### src/design/jqt_pkg.sv
// Shared types, codes and helpers for the job queue table.
package jqt_pkg;

    // command codes
    localparam logic [3:0] CMD_ENQ      = 4'd0;
    localparam logic [3:0] CMD_DEQ      = 4'd1;
    localparam logic [3:0] CMD_PROMOTE  = 4'd2;
    localparam logic [3:0] CMD_MODIFY   = 4'd3;
    localparam logic [3:0] CMD_CHANGE   = 4'd4;
    localparam logic [3:0] CMD_REORDER  = 4'd5;
    localparam logic [3:0] CMD_COUNT    = 4'd6;
    localparam logic [3:0] CMD_LIST_ID  = 4'd7;
    localparam logic [3:0] CMD_LIST_ORD = 4'd8;

    // result status codes
    localparam logic [2:0] ST_OK   = 3'd0;
    localparam logic [2:0] ST_DUP  = 3'd1;
    localparam logic [2:0] ST_FULL = 3'd2;
    localparam logic [2:0] ST_NONE = 3'd3;
    localparam logic [2:0] ST_BAD  = 3'd4;

    // reorder key selects
    localparam logic [2:0] KEY_ID  = 3'd1;
    localparam logic [2:0] KEY_PRI = 3'd2;
    localparam logic [2:0] KEY_TYP = 3'd3;
    localparam logic [2:0] KEY_CPU = 3'd4;
    localparam logic [2:0] KEY_MEM = 3'd5;

    // change attribute selects
    localparam logic [2:0] CHG_PRI = 3'd1;
    localparam logic [2:0] CHG_TYP = 3'd2;
    localparam logic [2:0] CHG_CPU = 3'd3;
    localparam logic [2:0] CHG_MEM = 3'd4;

    typedef struct packed {
        logic [15:0] id;
        logic [3:0]  pri;
        logic [3:0]  typ;
        logic [15:0] cpu;
        logic [15:0] mem;
    } t_rec;

    // controller to datapath commands
    typedef struct packed {
        logic capture;
        logic scan_step;
        logic sort_step;
        logic exec;
        logic lord_load;
        logic lscan_step;
        logic lscan_load;
    } t_ctl_cmd;

    // datapath to controller status
    typedef struct packed {
        logic [3:0] cmd;
        logic       sel_ok;
        logic       empty;
        logic       scan_done;
        logic       sort_done;
        logic       lscan_done;
        logic       out_last;
    } t_ctl_sts;

    // sort key of a record
    function automatic logic [15:0] rec_key(input t_rec r, input logic [2:0] sel);
        logic [15:0] k;
        case (sel)
            KEY_ID:  k = r.id;
            KEY_PRI: k = {12'd0, r.pri};
            KEY_TYP: k = {12'd0, r.typ};
            KEY_CPU: k = r.cpu;
            default: k = r.mem;
        endcase
        return k;
    endfunction

endpackage

### src/design/jqt_ctrl.sv
// Sequencing state machine of the job queue table.
module jqt_ctrl import jqt_pkg::*; (
    input  logic     i_clk,
    input  logic     i_rst_n,
    input  logic     i_valid,
    output logic     o_ready,
    output logic     o_valid,
    input  logic     i_ready,
    input  t_ctl_sts i_sts,
    output t_ctl_cmd o_cmd
);

    typedef enum logic [6:0] {
        S_IDLE  = 7'b0000001,
        S_DISP  = 7'b0000010,
        S_SCAN  = 7'b0000100,
        S_SORT  = 7'b0001000,
        S_EXEC  = 7'b0010000,
        S_LIST  = 7'b0100000,
        S_OUT   = 7'b1000000
    } t_state;

    t_state r_state, n_state;

    // next state and commands
    always_comb begin
        n_state = r_state;
        o_cmd   = '0;
        o_ready = 1'b0;
        o_valid = 1'b0;
        case (r_state)
            S_IDLE: begin
                o_ready = 1'b1;
                if (i_valid) begin
                    o_cmd.capture = 1'b1;
                    n_state       = S_DISP;
                end
            end
            S_DISP: begin
                case (i_sts.cmd)
                    CMD_ENQ, CMD_PROMOTE, CMD_MODIFY, CMD_CHANGE: n_state = S_SCAN;
                    CMD_REORDER:  n_state = i_sts.sel_ok ? S_SORT : S_EXEC;
                    CMD_LIST_ID,
                    CMD_LIST_ORD: n_state = i_sts.empty ? S_EXEC : S_LIST;
                    default:      n_state = S_EXEC;
                endcase
            end
            S_SCAN: begin
                o_cmd.scan_step = 1'b1;
                if (i_sts.scan_done) n_state = S_EXEC;
            end
            S_SORT: begin
                o_cmd.sort_step = 1'b1;
                if (i_sts.sort_done) n_state = S_EXEC;
            end
            S_EXEC: begin
                o_cmd.exec = 1'b1;
                n_state    = S_OUT;
            end
            S_LIST: begin
                if (i_sts.cmd == CMD_LIST_ID) begin
                    o_cmd.lscan_step = 1'b1;
                    if (i_sts.lscan_done) begin
                        o_cmd.lscan_load = 1'b1;
                        n_state          = S_OUT;
                    end
                end else begin
                    o_cmd.lord_load = 1'b1;
                    n_state         = S_OUT;
                end
            end
            S_OUT: begin
                o_valid = 1'b1;
                if (i_ready) n_state = i_sts.out_last ? S_IDLE : S_LIST;
            end
            default: n_state = S_IDLE;
        endcase
    end

    // hold state
    always_ff @(posedge i_clk) begin
        if (!i_rst_n) r_state <= S_IDLE;
        else          r_state <= n_state;
    end

endmodule

### config.mk
export PLATFORM = sky130hd
export DESIGN_NAME = jqt_ctrl
export DESIGN_NICKNAME = d
export VERILOG_FILES = /design/src/design/jqt_pkg.sv /design/src/design/jqt_ctrl.sv
export SDC_FILE = /design/constraint.sdc
export NUM_CORES = 1
export LEC_CHECK = 0
export BUFFER_PORTS_ARGS = -buffer_cell sky130_fd_sc_hd__buf_2
export CORE_AREA = 3 3 40 42
export CTS_BUF_LIST = sky130_fd_sc_hd__clkbuf_4
export DETAILED_ROUTE_END_ITERATION = 7
export DIE_AREA = 0 0 43 45
export PLACE_DENSITY = 0.77
export SYNTH_ARGS = -nofsm -noshare
export SYNTH_HDL_FRONTEND = slang
export SYNTH_SLANG_ARGS = --single-unit
### constraint.sdc
create_clock -name i_clk -period 4.4 [get_ports i_clk]
set_clock_uncertainty 0.1 [all_clocks]
set_input_delay 0.44 -clock i_clk [delete_from_list [all_inputs] [get_ports i_clk]]
set_output_delay 0.44 -clock i_clk [all_outputs]
set_load 0.005 [all_outputs]
* Word level (Yosys, flattened, before mapping)
Cells that the tools add are included.
** Operators by class
- Reduce and logical (&&, ||, !) cells :: 4
- Mux-type cells :: 22
- Equal/unequal tests :: 18
** Operator list (number)
- 7-bit one-hot mux with 7 select lines :: 1
- 7-bit two-way mux :: 6
- 6-bit one-hot mux with 3 select lines :: 1
- 4-bit by 3-bit == test with 1-bit output (second input constant) :: 3
- 6-bit two-way mux :: 2
- 1-bit two-way mux :: 9
- 4-bit by 2-bit == test with 1-bit output (second input constant) :: 2
- 2-bit inequality test (second input constant) :: 4
- 7-bit by 1-bit == test with 1-bit output (second input constant) :: 1
- 7-bit by 2-bit == test with 1-bit output (second input constant) :: 1
- 7-bit by 3-bit == test with 1-bit output (second input constant) :: 1
- 7-bit by 4-bit == test with 1-bit output (second input constant) :: 1
- 7-bit by 5-bit == test with 1-bit output (second input constant) :: 1
- 7-bit by 6-bit == test with 1-bit output (second input constant) :: 1
- 7-bit == test (second input constant) :: 1
- 5-bit two-way mux :: 1
- 5-bit AND reduction :: 1
- 4-bit == test (second input constant) :: 1
- 4-bit zero test :: 1
- 4-bit OR reduction :: 1
- 3-bit two-way mux :: 1
- 3-bit inequality test (second input constant) :: 1
- 2-bit two-way mux :: 1
- 2-bit OR reduction :: 1
** Storage, ports and cells
- Register bits after elaboration :: 7
- Output and inout bits :: 9
- Input port bits :: 14

* Logic depth before layout (Yosys ltp)
Gate-level depths: netlist of run 1.
- Depth in word-level cells :: 4
- Depth in mapped cells :: 7
- Mapped depth without buffers :: 5

* Worst setup path before layout of run 1
Ideal clock, no wire load.
- Path type :: reg2out
- Start :: reg r_state[3]
- End :: out o_cmd[6] in the netlist's numbering
- Cell stages (with the launch flop) :: 6
- Arrival time :: 1.533 ns
- Setup slack :: 2.327 ns
- Cell sequence :: dfxtp_1 > buf_6 > or4_4 > buf_6 > nor4b_2 > and2_1
** RTL lines
- start: declaration :: RTL line jqt_ctrl.sv:23 : t_state r_state, n_state;
- start signal: assignment :: RTL line jqt_ctrl.sv:83 : else r_state <= n_state;
- end: declaration :: RTL line jqt_ctrl.sv:10 : output t_ctl_cmd o_cmd

==> results of run 1 <==
worst max-delay path, delay by kind of cell, from the launching register on:
family | cells | cell delay, ns
flops | 1 | 0.40
simple gates | 3 | 1.08
buf+inv | 1 | 0.11
metal layers:
layer | up-vias | track usage
met1 | 318 | 0.238
li1 | 348 | -
met3 | 4 | 0.0717
met5 | - | 0
met2 | 24 | 0.269
met4 | 0 | 0.0361
Yosys cell counts:
library cell / number / area share
and3_1: 2 / 0.020
dfxtp_1: 7 / 0.22
a41oi_1: 1 / 0.014
nand3b_1: 1 / 0.012
a311oi_1: 1 / 0.014
nor3_1: 5 / 0.039
nor4_2: 1 / 0.020
and2_1: 2 / 0.020
o211ai_1: 1 / 0.012
and4b_1: 1 / 0.016
or4b_1: 1 / 0.016
nor2_1: 8 / 0.047
o21ai_0: 1 / 0.0078
nor4b_1: 2 / 0.027
nand2_1: 4 / 0.023
buf_6: 2 / 0.035
nand2b_1: 4 / 0.039
nor4_1: 2 / 0.020
nand4b_1: 1 / 0.014
a221o_1: 1 / 0.016
a31oi_1: 2 / 0.020
clkbuf_1: 4 / 0.023
nor4b_2: 1 / 0.023
a41o_1: 1 / 0.016
a2111o_1: 1 / 0.018
xor2_1: 1 / 0.014
or3_1: 1 / 0.0098
and3b_1: 1 / 0.014
xnor2_1: 1 / 0.014
o41ai_1: 1 / 0.014
inv_1: 3 / 0.018
o32ai_1: 1 / 0.014
or4_4: 1 / 0.018
nor3b_1: 3 / 0.035
nor2b_1: 4 / 0.039
a21oi_1: 4 / 0.031
o32ai_2: 1 / 0.025
a21o_1: 1 / 0.012
or3_4: 1 / 0.018
layout by cell type (no fill, tap or decap), types with 2 or more instances in the layout:
cell	n
a21oi_1	4
a31oi_1	2
and2_1	2
and3_1	2
buf_2	22
clkbuf_4	4
dfxtp_1	7
inv_1	3
nand2_1	4
nand2b_1	4
nor2_1	8
nor2b_1	4
nor3_1	5
nor3b_1	3
nor4_1	2
nor4b_1	2
report_power, final:
part | internal, mW | total, mW | switching (mW) | leakage [nW]
Clock | 0.0411 | 0.0695 | 0.0285 | 0.0184
Sequential | 0.0650 | 0.0687 | 0.00369 | 0.0568
Combinational | 0.0145 | 0.0293 | 0.0148 | 0.258
Total | 0.121 | 0.167 | 0.0469 | 0.333
cell families (layout without fill, tap and decap cells):
| kind of cell | count (synthesis) | in the layout | share of synthesized area |
|---|---|---|---|
| buf+inv | 9 | 29 | 0.0762 |
| xor+xnor | 2 | 2 | 0.0273 |
| compound gates | 17 | 17 | 0.211 |
| flops | 7 | 7 | 0.219 |
| simple gates | 46 | 46 | 0.467 |
cell type report:
cell class / instances / share of cell area
multi-input cells: 65 / 0.593
flip-flops and latches: 7 / 0.184
repair buffers: 22 / 0.144
clock buffers: 4 / 0.0394
well taps: 15 / 0.0246
inverters: 3 / 0.0148
final timing paths:
kind / endpoint / slack, ns / from / cells past startpoint
hold reg to reg: r_state[0] / 0.56 / r_state[0] / 2
hold / removal: r_state[0] / 0.33 / i_rst_n / 2
setup reg to reg: r_state[6] / 2.35 / r_state[3] / 5
setup / recovery: o_cmd[6] / 2.00 / r_state[3] / 4
per-stage QoR:
step	hold slack (ns)	total power [mW]	cells	area, um2
3_5_place_dp	0.549	0.0988	112	732
6_report	0.328	0.167	116	762
5_1_grt	0.331	0.175	116	762
3_3_place_gp	0.551	0.0985	112	732
2_1_floorplan	0.406	0.0864	81	641
4_1_cts	0.319	0.169	116	762
==> results.cfg, run 1 <==
[clocking]
clockBufferDepth = 2
insertion_delay_ns = 0.26
cts_buffers = 3
path_clk_slew_ns = 0.06
cts_tree = built
post_cts_buffers = 0
cts_hold_buffers = 0
h-tree-depth = 1
cts.repair.resized = 0
cts_sinks = 7
cts_root_buf = clkbuf_4

[power]
power.density_nw_per_um2 = 220
cellLeakagePower_nw = 0.333
peakVddDrop_uv = 134

[final_layout]
multiInputGateArea_um2 = 452
area_growth_syn_to_layout_pct = 18.9
seq_area_um2 = 140
reg_top3 = r_state (7)
largest_reg_flops = 7
post-route-util = 0.593
regMostFlops = r_state
drive_gt1_frac = 0.307
layout.nets = 116
diodes = 0
nFillCells = 115

[drt]
drt-total-wl_mm = 1.55
final_antenna_net_count = 0
wl_met1_um = 702
drt_first_pass_iters = 4
wl_met2_um = 731
drt_iter0_drc = 13
drc = 0
dr_total_vias = 694
dr_wl_met3_um = 105
top_layer = met4
post_drt_wl_per_cell_um = 13.4
viasPerCell = 5.98

[setup_path]
crit_path_max_incr_delay_ns = 0.60
crit_path_end_kind = output pin
cp.required_ns = 3.86
path_cells = or4_4 -> nor4b_2 -> and2_1 -> buf_2
start_kind = flip-flop
crit_arrival_ns = 1.86
critical_path_class = reg2out
crit_path_top_delay_cell = or4_4
critPathMaxFanout = 10

[synth]
synth_cell_types = 39
syn-cell-area_um2 = 641
ys_seq_area_frac = 0.219
synth_nets = 95
syn_inst = 81
synth_seq_cells = 7
ys_warn_count = 0
syn_area_per_cell_um2 = 7.91

[grt]
overflow = 0
grt_pass1_wl_mm = 2.55
grt_max_degree = 11
grt_usage = 0.177
grt_pass1_vias = 611
antenna_found_initial = 0

[timing]
relSlewSlack = 0.747
final_hold_viol_count = 0
timing.final.ws_setup_ns = 2.00
fmax_ghz = 0.417
tns_ns = 0
report.final.slew_viol_count = 0
finalCritPeriodShare = 0.545
finalSetupViolCount = 0
rsz0062_at_grt = no
post-route-min-period_ns = 2.40
worst_pin_slew_ns = 0.376

[die]
fp.dieH_um = 45
die_w_um = 43
initial_utilization = 0.499
rows = 13
num_io_pins = 23
core_area_um2 = 1280
dieArea_um2 = 1940

[min_path]
min_path_type = in2reg

[outcome]
outcome = finished clean

[run]
drv_cap = 0

[placed_design]
post-place-ws_ns = 2.30
routabilityCongestion = 0.777
portBuffers = 22
dp_hpwl_mm = 1.19
No activity file was read; power rests on OpenSTA's default activity.
==> run 2, diff against run 1 <==
--- a/config.mk
+++ b/config.mk
@@ -5,12 +5,13 @@
 export SDC_FILE = /design/constraint.sdc
 export NUM_CORES = 1
 export LEC_CHECK = 0
+export ABC_AREA = 1
 export BUFFER_PORTS_ARGS = -buffer_cell sky130_fd_sc_hd__buf_2
-export CORE_AREA = 3 3 40 42
+export CORE_MARGIN = 3
+export CORE_UTILIZATION = 44
 export CTS_BUF_LIST = sky130_fd_sc_hd__clkbuf_4
 export DETAILED_ROUTE_END_ITERATION = 7
-export DIE_AREA = 0 0 43 45
-export PLACE_DENSITY = 0.77
+export PLACE_DENSITY = 0.75
 export SYNTH_ARGS = -nofsm -noshare
 export SYNTH_HDL_FRONTEND = slang
 export SYNTH_SLANG_ARGS = --single-unit
==> constraint.sdc (replaced) <==
create_clock -name i_clk -period 2.1 [get_ports i_clk]
set_clock_uncertainty 0.1 [all_clocks]
set_input_delay 0.21 -clock i_clk [delete_from_list [all_inputs] [get_ports i_clk]]
set_output_delay 0.21 -clock i_clk [all_outputs]
set_load 0.005 [all_outputs]
==> results.cfg, run 2 <==
[min_path]
min_path_type = in2reg
hold_path_depth = 3
holdPathEnd = r_state[1]
worstHoldStart = i_valid

[synth]
ys_warn_count = 0
synth_nets = 125
syn_area_per_cell_um2 = 5.40
synth.cells.most_frequent = nand2_1, inv_1, nor2_1
synth_seq_cells = 7
syn-cell-area_um2 = 599
synth_compound_area_frac = 0.0793
synth.area.top_cells = dfxtp_1, nand2_1, inv_1
synth_top_family_by_area = simple AND/OR/NAND/NOR gates
synthMuxAreaShare = 0
synth_largest_area_cell = dfxtp_1
synth_xor_area_frac = 0
synth_cell_types = 17
ys_seq_area_frac = 0.234
async_flop_share = 0
synthSimpleGateAreaFrac = 0.549
ys.flop_type = dfxtp_1
synthAdderAreaFrac = 0
yosysTopAreaCellShare = 0.234
synth_edf_count = 0
synth.most_common_cell = nand2_1
syn_inst = 111

[final_layout]
stdcell_count = 151
area_growth_syn_to_layout_pct = 26.3
reg_top3 = r_state (7)
layout.nets = 152
fin_area_um2 = 757
nFillCells = 113
diodes = 0
final_common_cell = nand2_1
regMostFlops = r_state
drive_gt1_frac = 0.263
final_cell_mix = nand2_1, buf_2, inv_1, nor2_1, nand3_1
post-route-util = 0.638
largest_reg_flops = 7

[die]
die_w_um = 42.9
core_area_um2 = 1190
initial_utilization = 0.505
num_io_pins = 23
dieArea_um2 = 1840
rows = 12
fp.dieH_um = 42.9

[clocking]
h-tree-depth = 1
cts_hold_buffers = 0
clockBufferDepth = 2
cts_tree = built
path_clk_slew_ns = 0.05
cts_sinks = 7
cts_buffers = 3
insertion_delay_ns = 0.25
post_cts_buffers = 0
cts_root_buf = clkbuf_4
cts.repair.resized = 0

[drt]
drt_first_pass_iters = 5
post_drt_wl_per_cell_um = 9.56
final_antenna_net_count = 0
viasPerCell = 4.89
dr_total_vias = 739
drt-total-wl_mm = 1.44
drc = 0
drt_iter0_drc = 17

[timing]
post-route-min-period_ns = 1.72
fmax_ghz = 0.580
timing.final.ws_setup_ns = 0.377
report.final.slew_viol_count = 0
finalCritPeriodShare = 0.821
finalSetupViolCount = 0
relSlewSlack = 0.773
rsz0062_at_grt = no
final_hold_viol_count = 0
tns_ns = 0
hold_slack_ns = 0.138
worst_pin_slew_ns = 0.340

[setup_path]
r2r_start = r_state[2]
crit_family = simple AND/OR/NAND/NOR gates
worst-path-buf-inv = 2
cp.required_ns = 1.79
crit_path_max_incr_delay_ns = 0.34
critPathMaxFanout = 4
worstReg2RegEnd = r_state[0]
crit_path_end_kind = output pin
start_kind = flip-flop
path_cells = nor2_2 -> nand2_1 -> nor2_1 -> inv_2 -> nor3_1 -> buf_2
critical_path_class = reg2out
crit_path_top_delay_cell = dfxtp_1
reg2reg_depth = 10
r2r_slack_ns = 0.63
crit_arrival_ns = 1.41

[placed_design]
portBuffers = 22
dpl.cell_count = 147
post-place-ws_ns = 0.652
placed_area_um2 = 727
dp_hpwl_mm = 1.23
routabilityCongestion = 0.839

[grt]
antenna_found_initial = 0
grt_util_met3 = 0.0466
overflow = 0
busiest_layer = met2
grt_max_degree = 8
grtUsageMet2 = 0.257
grt_pass1_wl_mm = 2.26
grt_usage = 0.158
grt_pass1_vias = 595
grt_use_met1 = 0.195

[power]
fin_total_pwr_uw = 362
peakVddDrop_uv = 279
power.density_nw_per_um2 = 478
cellLeakagePower_nw = 0.432

[run]
drv_cap = 0

[outcome]
outcome = finished clean
==> run 2: cell types whose count changed in the layout (fill, tap and decap cells not counted), sizes merged, moves of 4 or more <==
cell / delta
inv: +19
nand2: +27
nand2b: -4
nand3: +12
nor2: +13
nor2b: -4
==> run 2: cell families after synthesis <==
family	count (synthesis)
and+or+nand+nor	74
DFF	7
AOI/OAI and AO/OA	8
buffers and inverters	22
==> run 2: worst max-delay path by stage <==
| stage | start | to | slack [ns] | depth (start not counted) |
|---|---|---|---|---|
| floorplan | r_state[0] | r_state[0] | 0.79 | 10 |
| global placement | r_state[2] | r_state[0] | 0.66 | 10 |
| detailed placement | r_state[2] | r_state[0] | 0.65 | 10 |
| CTS | r_state[2] | o_cmd[0] | 0.40 | 6 |
| global route | r_state[2] | o_cmd[2] | 0.26 | 6 |
| finish | r_state[2] | o_cmd[0] | 0.38 | 6 |
==> run 2: layout make-up <==
cell class              instances  area [um2]  share of cell area
clock buffers                   4        30.0              0.0397
inverters                      22        82.6               0.109
multi-input cells              82         377               0.498
flip-flops and latches          7         140               0.185
well taps                      14        17.5              0.0231
repair buffers                 22         110               0.145
==> run 2: report_power, final <==
group | internal, mW | leakage (nW) | switching [mW] | total (mW)
clock | 0.0854 | 0.0184 | 0.0490 | 0.134
sequential | 0.138 | 0.0569 | 0.00365 | 0.141
combinational | 0.0328 | 0.356 | 0.0530 | 0.0858
==> run 2: worst min-delay path: cells and delay by family <==
kind,cells,cell delay [ns]
buf+inv,2,0.17
simple gates,1,0.06
==> run 2: layer usage <==
layer,up-vias,wire length (um)
met5,-,0
met1,311,673
li1,399,-
met4,0,17
met2,27,650
met3,2,102
